## config.mk

```make
export PLATFORM = sky130hd
export DESIGN_NAME = three_wire_serial_master_unit
export DESIGN_NICKNAME = d
export VERILOG_FILES = /design/src/rtl/core/tws_pkg.sv /design/src/rtl/core/tws_step.sv /design/src/rtl/core/three_wire_serial_master_unit.sv
export SDC_FILE = /design/constraint.sdc
export NUM_CORES = 1
export LEC_CHECK = 0
export BUFFER_PORTS_ARGS = -buffer_cell sky130_fd_sc_hd__buf_2
export CORE_UTILIZATION = 50
export DETAILED_ROUTE_END_ITERATION = 10
export GPL_ROUTABILITY_DRIVEN = 1
export PLACE_DENSITY = 0.75
export SLEW_MARGIN = 15
export SYNTH_ARGS = -nofsm -noshare
export SYNTH_HDL_FRONTEND = slang
export SYNTH_SLANG_ARGS = --single-unit
```

## constraint.sdc

```tcl
create_clock -name clock -period 1.8 [get_ports clock]
set_clock_uncertainty 0.05 [all_clocks]
set_input_delay 0 -clock clock [delete_from_list [all_inputs] [get_ports clock]]
set_output_delay 0 -clock clock [all_outputs]
set_load 0.02 [all_outputs]
```

## src/rtl/core/tws_pkg.sv

```systemverilog
package tws_pkg;

   // command codes carried on the request tuser
   typedef enum logic [1:0] {
      OP_ADVANCE = 2'd0,
      OP_WRITE   = 2'd1,
      OP_READ    = 2'd2
   } op_type;

   typedef enum logic [1:0] {
      MODE_IDLE  = 2'd0,
      MODE_WRITE = 2'd1,
      MODE_READ  = 2'd2
   } mode_type;

   localparam int PHASE_W = 6;

   // clock phases of a write, of a read and of the control byte
   localparam logic [PHASE_W-1:0] WRITE_PHASES = 6'd32;
   localparam logic [PHASE_W-1:0] READ_PHASES  = 6'd30;
   localparam logic [PHASE_W-1:0] CTRL_PHASES  = 6'd16;

   typedef struct packed {
      logic [PHASE_W-1:0] phase_count;
      logic [15:0]        transmit_shift;
      logic [7:0]         receive_shift;
      mode_type           transfer_mode;
   } state_type;

   // laid out so that it is the result tdata word, enable_pin in bit 0
   typedef struct packed {
      logic [1:0] pad;
      logic       busy_res;
      logic       done_res;
      logic [7:0] read_result;
      logic       data_drive;
      logic       data_out;
      logic       clock_pin;
      logic       enable_pin;
   } result_type;

endpackage

```

## src/rtl/core/tws_step.sv

```systemverilog
module tws_step (
   input  tws_pkg::state_type  cur_state,
   input  logic [1:0]          op,
   input  logic [7:0]          control_byte,
   input  logic [7:0]          write_byte,
   input  logic                data_in,
   output tws_pkg::state_type  nxt_state,
   output tws_pkg::result_type result
);

   logic [tws_pkg::PHASE_W-1:0] limit;
   logic [7:0]                  rx_sampled;
   logic                        done;
   logic [7:0]                  read_byte;
   logic                        drive;
   logic                        busy;

   always_comb begin
      nxt_state  = cur_state;
      done       = 1'b0;
      read_byte  = 8'd0;
      rx_sampled = cur_state.receive_shift;
      limit      = (cur_state.transfer_mode == tws_pkg::MODE_WRITE) ?
                   tws_pkg::WRITE_PHASES : tws_pkg::READ_PHASES;

      if (cur_state.transfer_mode == tws_pkg::MODE_IDLE) begin
         case (tws_pkg::op_type'(op)) inside
            tws_pkg::OP_WRITE, tws_pkg::OP_READ: begin
               nxt_state.transfer_mode  = (tws_pkg::op_type'(op) == tws_pkg::OP_WRITE) ?
                                          tws_pkg::MODE_WRITE : tws_pkg::MODE_READ;
               nxt_state.phase_count    = '0;
               nxt_state.transmit_shift = {write_byte, control_byte};
               nxt_state.receive_shift  = 8'd0;
            end
            default: begin
               nxt_state = cur_state;
            end
         endcase
      end else begin
         // sample while the clock is low after a fall in the data phase
         if (cur_state.transfer_mode == tws_pkg::MODE_READ &&
             cur_state.phase_count >= tws_pkg::CTRL_PHASES &&
             !cur_state.phase_count[0]) begin
            rx_sampled = {data_in, cur_state.receive_shift[7:1]};
         end
         nxt_state.receive_shift = rx_sampled;

         if (cur_state.phase_count >= limit) begin
            done = 1'b1;
            if (cur_state.transfer_mode == tws_pkg::MODE_READ) begin
               read_byte = rx_sampled;
            end
            nxt_state.transfer_mode = tws_pkg::MODE_IDLE;
            nxt_state.phase_count   = '0;
         end else begin
            // next bit is presented on the falling phase
            if (cur_state.phase_count[0]) begin
               nxt_state.transmit_shift = {1'b0, cur_state.transmit_shift[15:1]};
            end
            nxt_state.phase_count = cur_state.phase_count + 1'b1;
         end
      end
   end

   assign busy  = (nxt_state.transfer_mode != tws_pkg::MODE_IDLE);
   assign drive = (nxt_state.transfer_mode == tws_pkg::MODE_WRITE) ||
                  (nxt_state.transfer_mode == tws_pkg::MODE_READ &&
                   nxt_state.phase_count < tws_pkg::CTRL_PHASES);

   always_comb begin
      result             = '0;
      result.enable_pin  = busy;
      result.clock_pin   = busy & nxt_state.phase_count[0];
      result.data_out    = drive & nxt_state.transmit_shift[0];
      result.data_drive  = drive;
      result.read_result = read_byte;
      result.done_res    = done;
      result.busy_res    = busy;
   end

endmodule

```

## src/rtl/core/three_wire_serial_master_unit.sv

```systemverilog
// three-wire serial master (enable, clock, bidirectional data), one pin phase per item
//
// request channel: each item is one tick; tuser holds the command (advance, start
// write, start read), tdata holds the control byte, the write byte and the level
// seen on the data line during that tick. a start while a transfer runs is ignored
// and only advances it.
// result channel: one item per request item with the pin levels after the tick,
// the read byte and done on the finishing tick, and busy.
//
// an item is registered at the input, runs through the tick logic and lands in the
// result register. throughput: one item per cycle unless rsp_tready stalls it; the
// tick logic is a few shifts and a 6-bit count.
//
// reset: synchronous, active high; the engine returns to idle with all counters and
// shift registers cleared and both channels empty.
// stall: when rsp_tready is low the result register holds, the input register fills
// and then req_tready drops; no item is lost or advanced while stalled.
module three_wire_serial_master_unit (
   input  logic        clock,
   input  logic        reset,
   input  logic        req_tvalid,
   output logic        req_tready,
   input  logic [1:0]  req_tuser,   // op
   input  logic [23:0] req_tdata,   // control_byte[7:0], write_byte[15:8], data_in[16], zero
   output logic        rsp_tvalid,
   input  logic        rsp_tready,
   output logic [15:0] rsp_tdata    // enable_pin, clock_pin, data_out, data_drive,
                                    // read_result[11:4], done_res, busy_res, zero
);

   // input register
   logic                in_valid_ff, in_valid_in;
   logic [1:0]          in_op_ff;
   logic [7:0]          in_ctrl_ff;
   logic [7:0]          in_wr_ff;
   logic                in_din_ff;

   // transfer state and result register
   tws_pkg::state_type  state_ff, state_in;
   logic                out_valid_ff, out_valid_in;
   tws_pkg::result_type out_data_ff;

   tws_pkg::result_type step_result;
   logic                advance;
   logic                req_take;

   // the input item moves on when the result register is free or being drained
   assign advance  = in_valid_ff && (!out_valid_ff || rsp_tready);
   assign req_tready = !in_valid_ff || advance;
   assign req_take   = req_tvalid && req_tready;

   tws_step u_step (
      .cur_state    (state_ff),
      .op           (in_op_ff),
      .control_byte (in_ctrl_ff),
      .write_byte   (in_wr_ff),
      .data_in      (in_din_ff),
      .nxt_state    (state_in),
      .result       (step_result)
   );

   assign in_valid_in  = req_take || (in_valid_ff && !advance);
   assign out_valid_in = advance || (out_valid_ff && !rsp_tready);

   always_ff @(posedge clock) begin
      if (reset) begin
         in_valid_ff  <= 1'b0;
         out_valid_ff <= 1'b0;
         state_ff     <= '0;
      end else begin
         in_valid_ff  <= in_valid_in;
         out_valid_ff <= out_valid_in;
         // the tick takes effect only when its result is registered
         if (advance) begin
            state_ff <= state_in;
         end
      end
   end

   // payload registers
   always_ff @(posedge clock) begin
      if (req_take) begin
         in_op_ff   <= req_tuser;
         in_ctrl_ff <= req_tdata[7:0];
         in_wr_ff   <= req_tdata[15:8];
         in_din_ff  <= req_tdata[16];
      end
      if (advance) begin
         out_data_ff <= step_result;
      end
   end

   assign rsp_tvalid = out_valid_ff;
   assign rsp_tdata  = out_data_ff;

endmodule
```

==> results by group <==
Outcome
  – Status: finished, violations left
  – Violated checks: setup timing

Place
  – Port buffer count: 38
  – GPL Wtd Cong: 0.848
  – Dpl cell area: 0.00333 mm²
  – Post-DP HPWL: between 3000 and 4000 µm
  – Inst Count DP: between 300 and 400

Setup path
  – Worst R2R Start: state_ff[1]
  – Crit-path max FO: 7
  – Critical Path AT: roughly 2.2 ns
  – CP startpoint kind: register
  – CP Class: register to register
  – Crit Reg-Reg Endpoint: state_ff[20]
  – Reg2Reg Depth: 9
  – R2R Setup Slk: -0.15 ns
  – Crit end category: register
  – Critical Path RT: ~2.0 ns

Cells and area
  – Ant diodes: 0
  – Post-route insts no fill: 432
  – Share of post-route cells with drive strength above 1: between 40% and 50%
  – Fillers: roughly 370
  – Synth-to-Final Area Change: 44.4%
  – Final instance area: ~0.0042 mm²
  – Fin nets: about 400

Synth
  – Syn Inst Count: roughly 270
  – Ys flop type: dfxtp_1
  – Yosys top cell area share: around a third
  – Largest area contributor in the netlist: edfxtp_1
  – Synthesized cell area: between 0.002 and 0.003 mm²
  – Syn avg cell area: 10.9 µm²
  – Number of synthesized flops with an enable pin: 32
  – FF+latch count, synth: 66
  – Top-count cell post-synth: nor2_1
  – Sequential share of the synthesized area: a little under three fifths
  – FFs w/ async S/R, synth: 0%
  – Largest cells by area after synthesis: edfxtp_1, dfxtp_1, a22oi_1
  – Commonest cells in the synthesized netlist: nor2_1, dfxtp_1, edfxtp_1, a22oi_1, nand2_1
  – Synth cell types: 48
  – Yosys warns: 0

Floorplanning
  – Boundary Pins: 48
  – Area of the core: roughly 0.0055 mm²
  – Die Height: approximately 80 µm
  – Die width: 78.0 µm
  – Initial Utilization: 52.1%
  – Die area: 0.00609 mm²
  – Row count: 27

STA
  – Unrepaired setup endpoints after global routing: true
  – Setup violators final: 30
  – Final worst-path cycle share: 108%
  – Final hold slack: 0.302 ns
  – Relative slew slack: 44.7%
  – Final min period: about 1.9 ns
  – Final Hold Viols: 0
  – Final Max Tran Viols: 0
  – Fmax: 513 MHz
  – Worst Tran Pin Value: 0.829 ns
  – Final WS setup: -0.148 ns

Clock network
  – CTS tree: yes
  – H-tree depth: 3
  – Reg clk slew, reported paths: approximately 0.070 ns
  – Clock root buffer: clkbuf_8
  – CTS max path bufs: 2
  – TritonCTS Buffers: 9
  – Skew-Pair Late Insertion Delay: between 0.3 and 0.4 ns
  – TritonCTS Sinks: 66

Power and ir drop
  – Leakage Power: ~1.5 nW
  – Worst vdd ir: about 0.62 mV
  – PwrDens: about 820 mW/mm²
  – Total power after layout: between 3 and 4 mW
  – Internal Power: approximately 2.5 mW
  – Gate power share: ~14%
  – Clock power frac: approximately 36%
  – Switch Pwr: 0.890 mW
  – Sequential share of power: approximately half
  – Sw Ratio: a little over a quarter

Worst hold path
  – WHS Path Cells: 2
  – Hold wc startpoint: req_tdata[9]
  – Hold Path End: in_wr_ff[1]
  – Hold Path Class: input port to register

GRT
  – Largest net degree at the start of global routing: 20
  – GRT Util Overall: between 20% and 30%
  – Vias in the first global route: around 2200
  – Grt ovf: 0
  – First-pass GRT wire length: around 10000 µm
  – Antenna violations before repair: 0

Routing
  – Pre-antenna DRT Iters: 4
  – Iter 0 DRT Violations: 271
  – DRT antenna net count: 0
  – DRT Wirelength: 6380 µm
  – Vias per inst: around 5.4
  – Via count: between 2000 and 2500
  – Wire per inst: 14.8 µm
  – Post-route DRC: 0

Run
  – Max-Cap Viols: 0
==> metrics by stage <==
| stage | setup TNS, ns | setup WS, ns | util (%) |
|---|---|---|---|
| final | -2.95 | -0.148 | 75.3 |
| after global routing | -5.98 | -0.241 | 75.3 |
| after CTS | -1.44 | -0.0874 | 71.7 |
| after detailed placement | -1.69 | -0.118 | 60.1 |
| after global placement | -0.754 | -0.0459 | 60.1 |
| after floorplan | -0.222 | -0.0251 | - |
==> final cells by class <==
| type | count | area (µm²) | share of cell area [%] |
|---|---|---|---|
| repair buffers | 94 | 747 | 17.9 |
| clock inverters | 7 | 70.1 | 1.68 |
| clock buffers | 9 | 124 | 2.97 |
| flip-flops and latches | 66 | 1650 | 39.5 |
| inverters | 9 | 33.8 | 0.810 |
| well taps | 72 | 90.1 | 2.16 |
| multi-input cells | 175 | 1460 | 35.0 |
==> cells by family after synthesis <==
kind of cell,count (synthesis),share of synthesized area [%]
AND/OR/NAND/NOR,87,14.3
AO/OA/AOI/OAI,73,19.4
flip-flops,66,56.8
buffers and inverters,26,4.55
multiplexers,9,3.12
adder cells (fa/ha/maj),4,1.73
other,1,0.130
==> cell usage in the layout (no fill, tap or decap), types with 3 or more instances in the layout <==
cell,n
buf_2,38
inv_1,6
o22ai_1,3
buf_4,23
nand4_1,3
a22oi_2,15
clkbuf_8,9
dlygate4sd3_1,23
clkinv_2,3
a211oi_2,13
o211ai_1,4
o21ai_1,4
buf_6,7
nor3_1,3
dfxtp_1,31
inv_2,3
nor2_2,11
mux2i_1,7
nor2_1,30
nand2b_1,3
a22oi_1,8
a21oi_1,10
nand2_1,14
edfxtp_1,32
==> repair_timing <==
item                                   4_1_cts  5_1_grt
hold buffers                                23        0
cloned                                       2        0
resized for setup                           24       46
endpoints found under the hold margin       28        0
setup buffers                                5        2
pin swaps                                    5       36
setup endpoints to repair                   29       43
==> flip-flops by register name, summed over array words and instances (netlist names) <==
name / cells
in_ctrl_ff: 8
in_din_ff: 1
in_op_ff: 2
in_valid_ff: 1
in_wr_ff: 8
rsp_tdata: 13
rsp_tvalid: 1
state_ff: 32
==> power groups by stage <==
stage                     logic (mW)  registers, mW  clock network, mW
after floorplan                0.213           1.74                  0
after global placement         0.334           1.71                  0
after detailed placement       0.339           1.72                  0
after CTS                      0.445           1.69               1.25
after global routing           0.526           1.70               1.33
final                          0.486           1.69               1.23
==> metal layers <==
metal	routed length (µm)	GRT usage (%)	share of wire, %	up-vias
met1	2680	26.6	42	1108
met4	146	12.0	2.3	0
li1	-	-	-	1163
met3	238	3.84	3.7	15
met5	0	0	0	-
met2	3320	38.2	52	63
==> how the worst max path moves through the flow <==
stage,cells after the start,start,endpoint
after floorplan,8,state_ff[1],rsp_tdata[2]
after global placement,7,state_ff[1],rsp_tdata[6]
after detailed placement,8,state_ff[1],state_ff[14]
after CTS,7,state_ff[1],rsp_tdata[10]
after global routing,9,state_ff[1],state_ff[15]
final,9,state_ff[1],state_ff[20]
==> critical path: stages, from the launching register on <==
cell and delay, ns:
dfxtp_4 0.35, nand2b_4 0.15, ha_4 0.26, nand4_1 0.14
nand4_1 0.17, buf_4 0.14, a31oi_4 0.10, buf_6 0.16
buf_16 0.14, a211oi_4 0.19
(Power assumes the default switching activity.)
